`config.mk`:
```
export PLATFORM = sky130hd
export DESIGN_NAME = scc_ctrl
export DESIGN_NICKNAME = d
export VERILOG_FILES = /design/src/rtl/strongly_connected_components_core_assert.svh /design/src/rtl/scc_pkg.sv /design/src/rtl/scc_ctrl.sv
export SDC_FILE = /design/constraint.sdc
export NUM_CORES = 1
export LEC_CHECK = 0
export BUFFER_PORTS_ARGS = -buffer_cell sky130_fd_sc_hd__buf_2
export CAP_MARGIN = 5
export CORE_MARGIN = 2
export CORE_UTILIZATION = 57
export CTS_BUF_LIST = sky130_fd_sc_hd__clkbuf_4 sky130_fd_sc_hd__clkbuf_8
export DETAILED_ROUTE_END_ITERATION = 16
export PLACE_DENSITY = 0.87
export SYNTH_ARGS = -nofsm -noshare
export SYNTH_HDL_FRONTEND = slang
export SYNTH_SLANG_ARGS = --single-unit
```
`constraint.sdc`:
```
create_clock -name clk -period 3.6 [get_ports clk]
set_input_delay 0 -clock clk [delete_from_list [all_inputs] [get_ports clk]]
set_output_delay 0 -clock clk [all_outputs]
set_load 0.05 [all_outputs]
```
`src/rtl/strongly_connected_components_core_assert.svh`:
```
// assertion helpers used by the scc datapath
`ifndef STRONGLY_CONNECTED_COMPONENTS_CORE_ASSERT_SVH
`define STRONGLY_CONNECTED_COMPONENTS_CORE_ASSERT_SVH

// condition holds at every clock edge out of reset
`define SCC_ASSERT_ALWAYS(name, expr) \
  name: assert property (@(posedge clk) disable iff (rst) (expr)) \
    else $error("scc assertion failed");

// condition in one cycle implies a condition in the next
`define SCC_ASSERT_NEXT(name, ante, cons) \
  name: assert property (@(posedge clk) disable iff (rst) (ante) |=> (cons)) \
    else $error("scc assertion failed");

// condition implies a condition in the same cycle
`define SCC_ASSERT_SAME(name, ante, cons) \
  name: assert property (@(posedge clk) disable iff (rst) (ante) |-> (cons)) \
    else $error("scc assertion failed");

`endif

```
`src/rtl/scc_pkg.sv`:
```
package scc_pkg;

  // sizes
  localparam int NODE_W      = 10;
  localparam int COUNT_W     = 11;
  localparam int EDGE_W      = 13;
  localparam int EDGE_AW     = 12;
  localparam int STACK_AW    = 13;
  localparam int TAG_W       = 11;
  localparam int STEP_W      = 5;
  localparam int MAX_NODES   = 1024;
  localparam int MAX_EDGES   = 4096;
  localparam int STACK_DEPTH = MAX_NODES + MAX_EDGES;

  // opcodes
  localparam logic [1:0] OP_LOAD  = 2'd0;
  localparam logic [1:0] OP_RUN   = 2'd1;
  localparam logic [1:0] OP_READ  = 2'd2;
  localparam logic [1:0] OP_CLEAR = 2'd3;

  // stack tags
  localparam logic [TAG_W-1:0] TAG_OPEN = 11'd0;
  localparam logic [TAG_W-1:0] TAG_FIN  = 11'd1;
  localparam logic [TAG_W-1:0] TAG_NONE = 11'd1024;

  // controller steps
  localparam logic [STEP_W-1:0] ST_IDLE    = 5'd0;
  localparam logic [STEP_W-1:0] ST_LOAD    = 5'd1;
  localparam logic [STEP_W-1:0] ST_READ    = 5'd2;
  localparam logic [STEP_W-1:0] ST_CLEAR   = 5'd3;
  localparam logic [STEP_W-1:0] ST_R_CLR   = 5'd4;
  localparam logic [STEP_W-1:0] ST_CNT_A   = 5'd5;
  localparam logic [STEP_W-1:0] ST_CNT_B   = 5'd6;
  localparam logic [STEP_W-1:0] ST_CNT_C   = 5'd7;
  localparam logic [STEP_W-1:0] ST_PFX_A   = 5'd8;
  localparam logic [STEP_W-1:0] ST_PFX_B   = 5'd9;
  localparam logic [STEP_W-1:0] ST_SCO_A   = 5'd10;
  localparam logic [STEP_W-1:0] ST_SCO_B   = 5'd11;
  localparam logic [STEP_W-1:0] ST_SCO_C   = 5'd12;
  localparam logic [STEP_W-1:0] ST_SCI_A   = 5'd13;
  localparam logic [STEP_W-1:0] ST_SCI_B   = 5'd14;
  localparam logic [STEP_W-1:0] ST_SCI_C   = 5'd15;
  localparam logic [STEP_W-1:0] ST_P1_PUSH = 5'd16;
  localparam logic [STEP_W-1:0] ST_WK_POP  = 5'd17;
  localparam logic [STEP_W-1:0] ST_WK_TOP  = 5'd18;
  localparam logic [STEP_W-1:0] ST_WK_VIS  = 5'd19;
  localparam logic [STEP_W-1:0] ST_WK_LO   = 5'd20;
  localparam logic [STEP_W-1:0] ST_WK_HI   = 5'd21;
  localparam logic [STEP_W-1:0] ST_WK_NB   = 5'd22;
  localparam logic [STEP_W-1:0] ST_WK_NBW  = 5'd23;
  localparam logic [STEP_W-1:0] ST_P2_CLR  = 5'd24;
  localparam logic [STEP_W-1:0] ST_P2_PA   = 5'd25;
  localparam logic [STEP_W-1:0] ST_P2_PB   = 5'd26;
  localparam logic [STEP_W-1:0] ST_RUN_END = 5'd27;

  typedef struct packed {
    logic [1:0]        opcode;
    logic [NODE_W-1:0] source_node;
    logic [NODE_W-1:0] dest_node;
  } item_t;

  typedef struct packed {
    logic [NODE_W-1:0]  component_label;
    logic [COUNT_W-1:0] component_count;
    logic               error_flag;
  } result_t;

  typedef struct packed {
    logic [STEP_W-1:0] step;
    logic              pass;
  } cmd_t;

  typedef struct packed {
    logic idx_eq_n;
    logic edge_end;
    logic edge_ok;
    logic pfx_end;
    logic sci_end;
    logic stack_empty;
    logic is_fin;
    logic seen;
    logic nb_end;
    logic fin_end;
  } status_t;

endpackage

```
`src/rtl/scc_ctrl.sv`:
```
module scc_ctrl (
  input  logic           clk,
  input  logic           rst,
  input  logic           start,
  input  logic [1:0]     opcode,
  input  scc_pkg::status_t status,
  output scc_pkg::cmd_t  cmd,
  output logic           busy
);
  import scc_pkg::*;

  logic [STEP_W-1:0] state;
  logic [STEP_W-1:0] state_next;
  logic              pass;
  logic              pass_next;

  // next step
  always_comb begin
    state_next = state;
    pass_next  = pass;
    unique case (state)
      ST_IDLE: begin
        if (start) begin
          unique case (opcode)
            OP_LOAD:  state_next = ST_LOAD;
            OP_RUN:   state_next = ST_R_CLR;
            OP_READ:  state_next = ST_READ;
            OP_CLEAR: state_next = ST_CLEAR;
            default:  state_next = ST_IDLE;
          endcase
        end
      end
      ST_LOAD, ST_READ, ST_CLEAR, ST_RUN_END: state_next = ST_IDLE;
      ST_R_CLR: if (status.idx_eq_n) state_next = ST_CNT_A;
      ST_CNT_A: state_next = status.edge_end ? ST_PFX_A : ST_CNT_B;
      ST_CNT_B: state_next = status.edge_ok ? ST_CNT_C : ST_CNT_A;
      ST_CNT_C: state_next = ST_CNT_A;
      ST_PFX_A: state_next = status.pfx_end ? ST_SCO_A : ST_PFX_B;
      ST_PFX_B: state_next = ST_PFX_A;
      ST_SCO_A: state_next = status.edge_end ? ST_SCI_A : ST_SCO_B;
      ST_SCO_B: state_next = status.edge_ok ? ST_SCO_C : ST_SCO_A;
      ST_SCO_C: state_next = ST_SCO_A;
      ST_SCI_A: state_next = status.sci_end ? ST_P1_PUSH : ST_SCI_B;
      ST_SCI_B: state_next = ST_SCI_C;
      ST_SCI_C: state_next = ST_SCI_A;
      ST_P1_PUSH: begin
        pass_next = 1'b0;
        if (status.idx_eq_n) state_next = ST_WK_POP;
      end
      ST_WK_POP: begin
        if (status.stack_empty) state_next = pass ? ST_RUN_END : ST_P2_CLR;
        else state_next = ST_WK_TOP;
      end
      ST_WK_TOP: state_next = status.is_fin ? ST_WK_POP : ST_WK_VIS;
      ST_WK_VIS: state_next = status.seen ? ST_WK_POP : ST_WK_LO;
      ST_WK_LO:  state_next = ST_WK_HI;
      ST_WK_HI:  state_next = ST_WK_NB;
      ST_WK_NB:  state_next = status.nb_end ? ST_WK_POP : ST_WK_NBW;
      ST_WK_NBW: state_next = ST_WK_NB;
      ST_P2_CLR: begin
        if (status.idx_eq_n) begin
          state_next = ST_P2_PA;
          pass_next  = 1'b1;
        end
      end
      ST_P2_PA: state_next = status.fin_end ? ST_WK_POP : ST_P2_PB;
      ST_P2_PB: state_next = ST_P2_PA;
      default:  state_next = ST_IDLE;
    endcase
  end

  always_ff @(posedge clk) begin
    if (rst) begin
      state <= ST_IDLE;
      pass  <= 1'b0;
    end else begin
      state <= state_next;
      pass  <= pass_next;
    end
  end

  assign cmd.step = state;
  assign cmd.pass = pass;
  assign busy     = (state != ST_IDLE);

endmodule

```
==> results.toml <==
[grt]
global_route_wire_length_before_repair_um = 3130
grtUsageTotal = 0.298
first_global_vias = 701
grt_overflow = 0
grt_antenna_before_repair = 0
pin_count_of_the_biggest_net_entering_global_routing = 22

[min_path]
min_path_cells = 3
hold_start = "status[9]"
worstHoldPathType = "input pin to register"
hold_path_end = "pass"

[timing]
period_minus_slack_ns = 1.93
setup-violations-final = 0
max_slew.worst_pin.slew_ns = 0.673
fin_skew_ns = 0.0122
rsz0062_at_grt = "no"
upper_clock_frequency_limit_mhz = 519
timing_max_transition_violations_final = 0
holdWs_ns = 0.0817
period_share = 0.535
setup-tns-final_ns = 0
timing.slew.headroom = 0.551
hold_violations_final = 0

[critical_path]
data_required_critical_path_ns = 3.78
worst-endpoint-arrival_ns = 2.11
start_kind = "register"
r2r-start = "state[1]"
depth_of_the_worst_register_to_register_path = 5
timing.critical_path.to_type = "register"
worst-setup-path-type = "register to register"
timing.critical_path.from = "state[1]"
reg2reg_capture_point = "state[2]"
setup.reg_to_reg.worst_slack_ns = 1.67
critical_path.max_fanout = 20

[layout]
finish.instance_area_um2 = 842
num_antenna_cells = 0
final.fill_count = 100
drive_gt1_frac = 0.284
multiInputGateArea_um2 = 539
design.final.nets = 137
flow.area_growth_from_synthesis_pct = 13.3
ff_latch_area_um2 = 120

[place]
globalplace.congestion = 0.921
port_buffers = 21
dpl-instance-area_um2 = 810
post-dp-hpwl_um = 1400

[floorplanning]
fp.dieW_um = 40.1
initial_utilization = 0.593
rows = 13
die_area_um2 = 1610
number_of_top_level_pins = 22
height_of_the_die_um = 40.1
core_footprint_um2 = 1250

[clock_network]
ctsRootBufferMaster = "clkbuf_4"
tritoncts = "built"
cts.repair.resized = 0
tritoncts.num_buffers = 3
clk_pin_slew_worst_paths_ns = 0.06
cts_buffer_depth = 2
cts-htree-levels = 1
clkSinkCount = 6
clkLatencyLatePin_ns = 0.27

[synthesis]
syn-cell-area_um2 = 743
synth_cells = 101
synth.area.top_cells = "dfxtp_1, ha_1, a21oi_1"
yosys_most_used_dff = "dfxtp_1"
synth.yosys.warnings = 0
synth_top_area_cell = "dfxtp_1"
synth_seq_cells = 6
async_reset_ff_frac = 0
yosysTopAreaCellShare = 0.162
netlist-cell-type-count = 44
most_instantiated_library_cell_after_synthesis = "a21oi_1"
synth_fp_nets = 120
synth-edff-count = 0
synth.top_cells.by_count = "a21oi_1, nor2_1, inv_1, nand2_1, o21ai_0"
synth.yosys.seq_area_share = 0.162
avg_cell_area_syn_um2 = 7.36

[drt]
drt-total-wl_um = 1940
detail_route.iter0.violations = 33
drt_pass1_iterations = 5
vias = 864
wire_per_inst_um = 14.8
antenna_violating_nets_post_route = 0
drcViolationCount = 0
viasPerCell = 6.60

[power_and_ir_drop]
power_density_nw_per_um2 = 470
cellLeakagePower_nw = 0.338
internal_power_uw = 189
worst_ir_drop_vdd_v = 0.000322
switchingPower_uw = 206
power_frac_seq = 0.305
pwr-share-comb = 0.517
sw_frac_of_total = 0.522
p_clk_frac = 0.178

[status]
result_of_the_run = "completed"

[flow_run]
max_cap_viol_count = 0
## layout by cell type (no fill, tap or decap), types with 2 or more instances in the layout
master,netlist,layout
nand2_1,7,7
a21oi_2,2,2
nor4_1,3,3
clkbuf_4,0,3
nand3b_1,3,3
nor2b_4,2,2
ha_1,4,4
nor2_1,8,8
nand3_1,2,2
inv_1,7,7
dfxtp_1,6,6
nor3b_1,2,2
a31oi_1,3,3
o21ai_0,7,7
buf_2,4,21
a21oi_1,9,9
nand2b_1,2,2
## registers in the layout, indices dropped and copies added (netlist names)
| name | cells |
|---|---|
| state | 5 |
| pass | 1 |
## power groups by stage
stage / Combinational, mW / Sequential, mW / Clock, mW
after detailed placement: 0.202 / 0.120 / 0
after global placement: 0.200 / 0.119 / 0
after CTS: 0.204 / 0.118 / 0.0713
after global routing: 0.222 / 0.124 / 0.0747
final: 0.205 / 0.121 / 0.0705
after floorplan: 0.171 / 0.112 / 0
## what timing repair did
action / 4_1_cts / 5_1_grt
endpoints found under the hold margin: 3 / 0
setup endpoints to repair: 0 / 0
hold buffers: 1 / 0
buffers inserted: 0 / 0
## critical path: stages (launching register included)
cell	delay [ns]
dfxtp_1	0.73
nor2_1	0.25
nand2_1	0.17
nor2_1	0.05
or4_4	0.50
a22oi_2	0.14
## area by class of cell
type | instances | area share
inverters | 7 | 0.0312
repair buffers | 22 | 0.137
well taps | 15 | 0.0223
flip-flops and latches | 6 | 0.143
clock buffers | 3 | 0.0267
multi-input cells | 78 | 0.640
## metrics by stage
step | total power [mW] | util | std cells | setup slack, ns
2_1_floorplan | 0.283 | - | 101 | 1.42
3_3_place_gp | 0.319 | 0.646 | 127 | 1.78
3_5_place_dp | 0.322 | 0.646 | 127 | 1.72
4_1_cts | 0.394 | 0.672 | 131 | 1.72
5_1_grt | 0.421 | 0.672 | 131 | 1.49
6_report | 0.396 | 0.672 | 131 | 1.67
## layer usage
layer / share of wire / track usage / up-vias
li1: - / - / 407
met1: 0.41 / 0.375 / 395
met2: 0.47 / 0.431 / 56
met3: 0.094 / 0.0556 / 6
met4: 0.029 / 0.250 / 0
met5: 0 / 0 / -
## worst max path at each step
stage	cells after the start	slack [ns]	to
final	5	1.67	state[2]
after detailed placement	5	1.72	state[1]
after floorplan	6	1.42	state[1]
after global placement	5	1.78	state[1]
after CTS	5	1.72	state[2]
after global routing	5	1.49	state[1]
## cell families after synthesis
family | share of synthesized area
buffers and inverters | 0.113
AND/OR/NAND/NOR | 0.295
flip-flops | 0.162
adder cells (fa/ha/maj) | 0.0673
AO/OA/AOI/OAI | 0.364
(Power assumes the default switching activity.)
